### src/rtl/box_circle_overlap_test_defines.svh
// Assertion macros shared by the overlap test RTL.
// Each macro expects clk and rst_n in the scope where it is used.
`ifndef BOX_CIRCLE_OVERLAP_TEST_DEFINES_SVH
`define BOX_CIRCLE_OVERLAP_TEST_DEFINES_SVH

// Same-cycle implication, disabled during reset
`define BCOT_ASSERT_NOW(label, ante, cons, msg) \
  label: assert property (@(posedge clk) disable iff (!rst_n) (ante) |-> (cons)) \
    else $error(msg);

// Next-cycle implication, disabled during reset
`define BCOT_ASSERT_NEXT(label, ante, cons, msg) \
  label: assert property (@(posedge clk) disable iff (!rst_n) (ante) |=> (cons)) \
    else $error(msg);

`endif

### src/rtl/bcot_pkg.sv
// Shared types and constants for the box/circle overlap test.
// No dependencies.
`default_nettype none

package bcot_pkg;

  localparam int COORD_BITS_DEF = 16;
  localparam int SIZE_BITS      = 15;
  localparam int SUM_BITS       = SIZE_BITS + 1;
  localparam int SQ_BITS        = 2 * SUM_BITS;

  // pair class: box/box, circle/circle, circle/box (either order)
  typedef enum logic [1:0] {
    MODE_BB,
    MODE_CC,
    MODE_CB
  } mode_t;

  // control that travels down the pipe with each word
  typedef struct packed {
    logic  valid;
    mode_t mode;
    logic  bb_hit;
    logic  far;
  } stage_ctl_t;

endpackage

`default_nettype wire

### src/rtl/bcot_front.sv
// First two pipeline stages: axis distances, bound selection, box test, clamp offset.
// Depends on bcot_pkg.
`default_nettype none

`include "box_circle_overlap_test_defines.svh"

module bcot_front #(
  parameter int COORD_BITS = bcot_pkg::COORD_BITS_DEF
) (
  input  wire                               clk,
  input  wire                               rst_n,
  input  wire                               accept_i,
  input  wire                               kind_a_i,
  input  wire  signed [COORD_BITS-1:0]      center_a_x_i,
  input  wire  signed [COORD_BITS-1:0]      center_a_y_i,
  input  wire         [bcot_pkg::SIZE_BITS-1:0] size_a_x_i,
  input  wire         [bcot_pkg::SIZE_BITS-1:0] size_a_y_i,
  input  wire                               kind_b_i,
  input  wire  signed [COORD_BITS-1:0]      center_b_x_i,
  input  wire  signed [COORD_BITS-1:0]      center_b_y_i,
  input  wire         [bcot_pkg::SIZE_BITS-1:0] size_b_x_i,
  input  wire         [bcot_pkg::SIZE_BITS-1:0] size_b_y_i,
  output bcot_pkg::stage_ctl_t              ctl_o,
  output logic        [COORD_BITS:0]        ux_o,
  output logic        [COORD_BITS:0]        uy_o,
  output logic        [bcot_pkg::SUM_BITS-1:0] lim_o
);
  import bcot_pkg::*;

  localparam int CW = COORD_BITS + 1;
  localparam int MW = (CW > SUM_BITS) ? CW : SUM_BITS;

  // ---- stage 1: doubled distance magnitudes and per-mode bounds ----
  logic [CW-1:0]        dx, dy, nx, ny;
  logic [CW-1:0]        adx_nxt, ady_nxt;
  logic [SUM_BITS-1:0]  sum_x, sum_y;
  logic [SUM_BITS-1:0]  lx_nxt, ly_nxt;
  logic [SIZE_BITS-1:0] hx_nxt, hy_nxt;
  mode_t                mode_nxt;

  logic                 s1_valid_r;
  mode_t                s1_mode_r;
  logic [CW-1:0]        adx_r, ady_r;
  logic [SUM_BITS-1:0]  lx_r, ly_r;
  logic [SIZE_BITS-1:0] hx_r, hy_r;

  always_comb begin
    dx = {center_a_x_i[COORD_BITS-1], center_a_x_i}
       - {center_b_x_i[COORD_BITS-1], center_b_x_i};
    dy = {center_a_y_i[COORD_BITS-1], center_a_y_i}
       - {center_b_y_i[COORD_BITS-1], center_b_y_i};
    nx = dx[CW-1] ? -dx : dx;
    ny = dy[CW-1] ? -dy : dy;
    // magnitude fits COORD_BITS; doubling is a shift
    adx_nxt = {nx[COORD_BITS-1:0], 1'b0};
    ady_nxt = {ny[COORD_BITS-1:0], 1'b0};
    sum_x = {1'b0, size_a_x_i} + {1'b0, size_b_x_i};
    sum_y = {1'b0, size_a_y_i} + {1'b0, size_b_y_i};
  end

  always_comb begin
    mode_nxt = MODE_BB;
    lx_nxt   = sum_x;
    ly_nxt   = sum_y;
    hx_nxt   = '0;
    hy_nxt   = '0;
    case ({kind_a_i, kind_b_i})
      2'b00: begin
        mode_nxt = MODE_BB;
      end
      2'b11: begin
        mode_nxt = MODE_CC;
        ly_nxt   = sum_x;
      end
      2'b10: begin
        // a is the circle, b the box
        mode_nxt = MODE_CB;
        lx_nxt   = {1'b0, size_a_x_i};
        ly_nxt   = {1'b0, size_a_x_i};
        hx_nxt   = size_b_x_i;
        hy_nxt   = size_b_y_i;
      end
      2'b01: begin
        // swapped: b is the circle
        mode_nxt = MODE_CB;
        lx_nxt   = {1'b0, size_b_x_i};
        ly_nxt   = {1'b0, size_b_x_i};
        hx_nxt   = size_a_x_i;
        hy_nxt   = size_a_y_i;
      end
      default: begin
        mode_nxt = MODE_BB;
      end
    endcase
  end

  always_ff @(posedge clk) begin
    if (!rst_n) begin
      s1_valid_r <= 1'b0;
    end else begin
      s1_valid_r <= accept_i;
    end
    s1_mode_r <= mode_nxt;
    adx_r     <= adx_nxt;
    ady_r     <= ady_nxt;
    lx_r      <= lx_nxt;
    ly_r      <= ly_nxt;
    hx_r      <= hx_nxt;
    hy_r      <= hy_nxt;
  end

  // ---- stage 2: box test, offset past the box half-extents ----
  logic [MW-1:0] adx_w, ady_w, hx_w, hy_w, ex_w, ey_w;
  logic [CW-1:0] ux_nxt, uy_nxt;
  logic          bb_hit_nxt;
  stage_ctl_t    ctl_r;
  logic [CW-1:0] ux_r, uy_r;
  logic [SUM_BITS-1:0] lim_r;

  always_comb begin
    adx_w = MW'(adx_r);
    ady_w = MW'(ady_r);
    hx_w  = MW'(hx_r);
    hy_w  = MW'(hy_r);
    ex_w  = (adx_w > hx_w) ? (adx_w - hx_w) : '0;
    ey_w  = (ady_w > hy_w) ? (ady_w - hy_w) : '0;
    bb_hit_nxt = (adx_w <= MW'(lx_r)) && (ady_w <= MW'(ly_r));
    if (s1_mode_r == MODE_CB) begin
      ux_nxt = ex_w[CW-1:0];
      uy_nxt = ey_w[CW-1:0];
    end else begin
      ux_nxt = adx_r;
      uy_nxt = ady_r;
    end
  end

  always_ff @(posedge clk) begin
    if (!rst_n) begin
      ctl_r.valid <= 1'b0;
    end else begin
      ctl_r.valid <= s1_valid_r;
    end
    ctl_r.mode   <= s1_mode_r;
    ctl_r.bb_hit <= bb_hit_nxt;
    ctl_r.far    <= 1'b0;
    ux_r         <= ux_nxt;
    uy_r         <= uy_nxt;
    lim_r        <= lx_r;
  end

  assign ctl_o = ctl_r;
  assign ux_o  = ux_r;
  assign uy_o  = uy_r;
  assign lim_o = lim_r;

  // clamped offset never exceeds the raw distance
  `BCOT_ASSERT_NEXT(a_clamp_le_dist, s1_valid_r && (s1_mode_r == MODE_CB),
    (ux_r <= $past(adx_r)) && (uy_r <= $past(ady_r)), "clamped offset exceeds distance")

endmodule

`default_nettype wire

### config.mk
export PLATFORM = sky130hd
export DESIGN_NAME = bcot_front
export DESIGN_NICKNAME = d
export VERILOG_FILES = /design/src/rtl/bcot_pkg.sv /design/src/rtl/bcot_front.sv
export VERILOG_INCLUDE_DIRS = /design/src /design/src/rtl
export SDC_FILE = /design/constraint.sdc
export NUM_CORES = 1
export LEC_CHECK = 0
export ABC_AREA = 0
export BUFFER_PORTS_ARGS = -buffer_cell sky130_fd_sc_hd__buf_4
export CAP_MARGIN = 25
export CELL_PAD_IN_SITES_DETAIL_PLACEMENT = 1
export CELL_PAD_IN_SITES_GLOBAL_PLACEMENT = 1
export CORE_ASPECT_RATIO = 1.4
export CORE_MARGIN = 1
export CORE_UTILIZATION = 40
export DETAILED_ROUTE_END_ITERATION = 12
export MAX_ROUTING_LAYER = met4
export PLACE_DENSITY = 0.78
export SETUP_SLACK_MARGIN = 0.15
export SLEW_MARGIN = 15
export SYNTH_ARGS = -nofsm -noshare
export SYNTH_HDL_FRONTEND = slang
export SYNTH_SLANG_ARGS = --single-unit
export TNS_END_PERCENT = 100
### constraint.sdc
create_clock -name clk -period 8.8 [get_ports clk]
set_clock_uncertainty 0.1 [all_clocks]
set_input_delay 0.88 -clock clk [delete_from_list [all_inputs] [get_ports clk]]
set_output_delay 0.88 -clock clk [all_outputs]
set_load 0.1 [all_outputs]
==> metrics.md <==
| Metric | Value |
|---|---|
| Post-CTS setup repair buffer count | 0 |
| Placed Instances | 1,680 |
| Post-route ant nets | 0 |
| CTS Buffer Depth | 2 |
| Initial antenna violation count | 0 |
| Worst path depth | 14 |
| Number of I/O port buffers | 182 |
| Clock power share | 0.207 |
| Clock buffer count from CTS | 17 |
| Die area | 26,300 µm² |
| R2r setup slk | 5.49 ns |
| Worst path arrival time | 4.00 ns |
| DRC | 0 |
| First drt pass iteration count | 5 |
| Ys flop type | dfxtp_1 |
| Clock Sinks | 151 |
| Die Ht | 191 µm |
| Max Slew Vio Count | 0 |
| Post-synthesis cell type count | 76 |
| H-tree depth | 4 |
| Layout cells sized above 1 | 0.174 |
| Most common cell on crit path | inv_1 |
| Final hold viol count | 0 |
| Lkg Pwr | 5.73 nW |
| WS Path Type | primary input to flop |
| Commonest non-fill, non-tap cell in the layout | buf_4 |
| CP Launch Point | center_a_x_i[0] |
| Via/cell ratio | 5.49 |
| Buf+Inv Stages, Crit Path | 3 |
| Origin of the critical flop-to-flop path | hx_r[1] |
| Status | completed |
| Max-slew headroom | 0.385 |
| Tmin final | 3.78 ns |
| CTS tree | done |
| Seq/Total Area, Yosys | 0.295 |
| Core Area | 24,900 µm² |
| Syn_nets | 1,473 |
| Critical path cell sequence | buf_4 > inv_1 > ha_1 > inv_1 > fa_1 > a211oi_2 > nor2_1 > xor2_1 > a2111oi_0 > nand2_1 > nor3b_1 > and3b_1 > a31oi_1 > xnor2_1 |
| Setup repair after global routing missed its margin | false |
| Total negative setup slack | 0 ns |
| Sw power | 0.00176 W |
| CP endpoint kind | flop |
| First-pass GRT wire length | 49.2 mm |
| Syn avg cell area | 8.46 µm² |
| Comb pwr share | 0.526 |
| Initial cell density of the core | 0.411 |
| Period utilization | 0.430 |
| Startpoint types | primary input |
| Worst VDD drop | 0.220 mV |
| Crit-path leading delay family | compound AO/OA/AOI/OAI gates |
| Fill cells | 3,026 |
| R2R depth | 12 |
| Crit Reg-Reg Endpoint | ux_o[9] |
| Num ports | 184 |
| Multi-input logic area | 6610 µm² |
| CP Max Fanout | 4 |
| Hold path cells | 0 |
| # setup viols final | 0 |
| Commonest non-fill, non-tap cells in the layout | 188 x buf_4, 151 x dfxtp_1, 129 x inv_1 |
| Die width | 137 µm |
| Clock transition at path regs | 0.07 ns |
| Switching Fraction | 0.481 |
| Worst-Skew Late Latency | 0.43 ns |
| Total GRT Usage | 0.251 |
| Final net count | 1,647 |
| Max incr delay on CP | 0.66 ns |
| Sequential power share | 0.267 |
| Antenna diode count | 0 |
| Sequential Area | 3020 µm² |
| Num rows | 68 |
| Tightest Pin Transition | 0.913 ns |
| Pint | 0.00190 W |
| DR WL/cell | 18.4 µm |
| Largest net degree at the start of global routing | 47 |
| Yosys reg bits | 151 |
| Max Freq | 264 MHz |
| Pwr per Cell Area | 292 nW/µm² |
| Final wirelength | 31.5 mm |
| Number of global-route vias before repair | 9,952 |
| Max Cap Viol | 0 |
| Synth warnings | 0 |
| Mapped cell area | 10,200 µm² |
| DR iter-0 viols | 367 |
| Dpl hpwl | 25.0 mm |
| Data required, critical path | 9.02 ns |
| # resized after CTS | 0 |
| Synth-to-layout area growth | 22.3% |
| Routability Congestion | 0.925 |
| Post-synthesis cell count | 1,210 |
| Asr flop ratio synth | 0 |
| CTS Hold Bufs | 0 |
| Non-filler cells, final | 1,712 |
| Hold crit path type | flop to flop |
| Slowest cell on crit path | a2111oi_0 |
| Root Buffer | clkbuf_16 |
| Via count | 9,393 |
| GR Overflow Total | 0 |
| Post-synth EDFFs | 0 |
| Critical Path Sink | adx_r[16] |
==> final cells by class <==
cell class | count | share of cell area
clock buffers | 17 | 0.0340
flip-flops and latches | 151 | 0.241
inverters | 129 | 0.0386
well taps | 315 | 0.0315
multi-input cells | 897 | 0.527
repair buffers | 188 | 0.113
clock inverters | 15 | 0.0147
==> power groups by stage <==
stage / logic (W) / clock network [W] / registers [W]
after detailed placement: 0.00191 / 0 / 0.000992
final: 0.00193 / 0.000756 / 0.000977
after CTS: 0.00193 / 0.000768 / 0.000979
after global placement: 0.00186 / 0 / 0.000992
after floorplan: 0.000845 / 0 / 0.00156
after global routing: 0.00206 / 0.000801 / 0.000992
==> sequential cells by signal (all words and copies together) (netlist names) <==
signal and count:
ux_o 17, hy_r 15, ady_r 16, lx_r 16
s1_mode_r 2, uy_o 17, hx_r 15, adx_r 16
ctl_o 4, lim_o 16, s1_valid_r 1, ly_r 16
==> cell usage after synthesis, types with 3 or more instances <==
master | number | area share
o41ai_1 | 4 | 0.0034
and3_1 | 6 | 0.0037
a22o_1 | 14 | 0.012
o21ai_1 | 7 | 0.0034
nor3b_1 | 4 | 0.0029
nand4_1 | 12 | 0.0073
a31oi_1 | 14 | 0.0086
a22oi_1 | 36 | 0.026
fa_1 | 6 | 0.012
a211oi_1 | 17 | 0.012
a21oi_1 | 76 | 0.037
and2_1 | 4 | 0.0024
nand3b_1 | 5 | 0.0037
nor2b_1 | 52 | 0.032
o31ai_1 | 17 | 0.012
o31a_1 | 3 | 0.0026
ha_1 | 128 | 0.16
or2_2 | 5 | 0.0031
xnor2_1 | 64 | 0.055
mux2_2 | 7 | 0.0077
o21ai_0 | 64 | 0.031
o21a_1 | 16 | 0.012
nor2_1 | 72 | 0.026
xor2_1 | 30 | 0.026
o211ai_1 | 7 | 0.0051
a211o_1 | 3 | 0.0026
a41oi_1 | 4 | 0.0034
nor3_1 | 22 | 0.011
dfxtp_1 | 151 | 0.30
clkbuf_1 | 32 | 0.012
a21boi_0 | 6 | 0.0044
a21o_1 | 39 | 0.029
nand2b_1 | 16 | 0.0098
o21bai_1 | 3 | 0.0022
inv_1 | 129 | 0.047
nand2_1 | 73 | 0.027
nand3_1 | 14 | 0.0068
==> worst min-delay path by stage <==
| stage | startpoint | to | slack [ns] |
|---|---|---|---|
| 6_report | lx_r[12] | lim_o[12] | 0.25 |
| 5_1_grt | s1_mode_r[0] | ctl_o[2] | 0.26 |
| 4_1_cts | s1_mode_r[0] | ctl_o[2] | 0.25 |
| 3_5_place_dp | s1_mode_r[0] | ctl_o[2] | 0.24 |
| 3_3_place_gp | s1_mode_r[0] | ctl_o[2] | 0.23 |
| 2_1_floorplan | s1_mode_r[0] | ctl_o[2] | 0.22 |
==> worst register-to-register path, cell delays in order, from the launching register on <==
cell and delay (ns):
dfxtp_1 0.35, inv_1 0.05, ha_1 0.28, nor2b_1 0.16, o21a_1 0.14, o21ai_1 0.09, a31oi_1 0.36, a221oi_1 0.22
o21ai_1 0.28, a211oi_1 0.11, buf_4 0.20, or3b_2 0.47, o21ai_0 0.36
==> routing by layer <==
metal,track usage,share of wire,vias up,wire length (µm)
met5,-,0,-,0
met4,0.113,0.039,0,1220
met3,0.0342,0.027,64,837
met2,0.461,0.54,191,16900
met1,0.260,0.40,4521,12600
li1,-,-,4617,-
==> cells by family (layout without fill, tap and decap cells) <==
family,after synthesis,after routing,share of synthesized area
XOR/XNOR,94,94,0.0804
multiplexers,10,10,0.0108
other,1,1,0.000366
adder cells (fa/ha/maj),134,134,0.168
flip-flops,151,151,0.295
AO/OA/AOI/OAI,355,355,0.235
AND/OR/NAND/NOR,303,303,0.151
buffers and inverters,162,349,0.0597
==> metrics by stage <==
stage | util | setup WS, ns | power, W | hold WS (ns) | instance area, µm²
5_1_grt | 0.503 | 4.82 | 0.00385 | 0.262 | 12500
4_1_cts | 0.503 | 5.04 | 0.00368 | 0.253 | 12500
2_1_floorplan | - | 5.19 | 0.00240 | 0.223 | 10200
6_report | 0.503 | 5.02 | 0.00366 | 0.249 | 12500
3_3_place_gp | 0.478 | 4.70 | 0.00285 | 0.226 | 11900
3_5_place_dp | 0.478 | 4.61 | 0.00290 | 0.238 | 11900
Power figures use the tool's default switching activity.
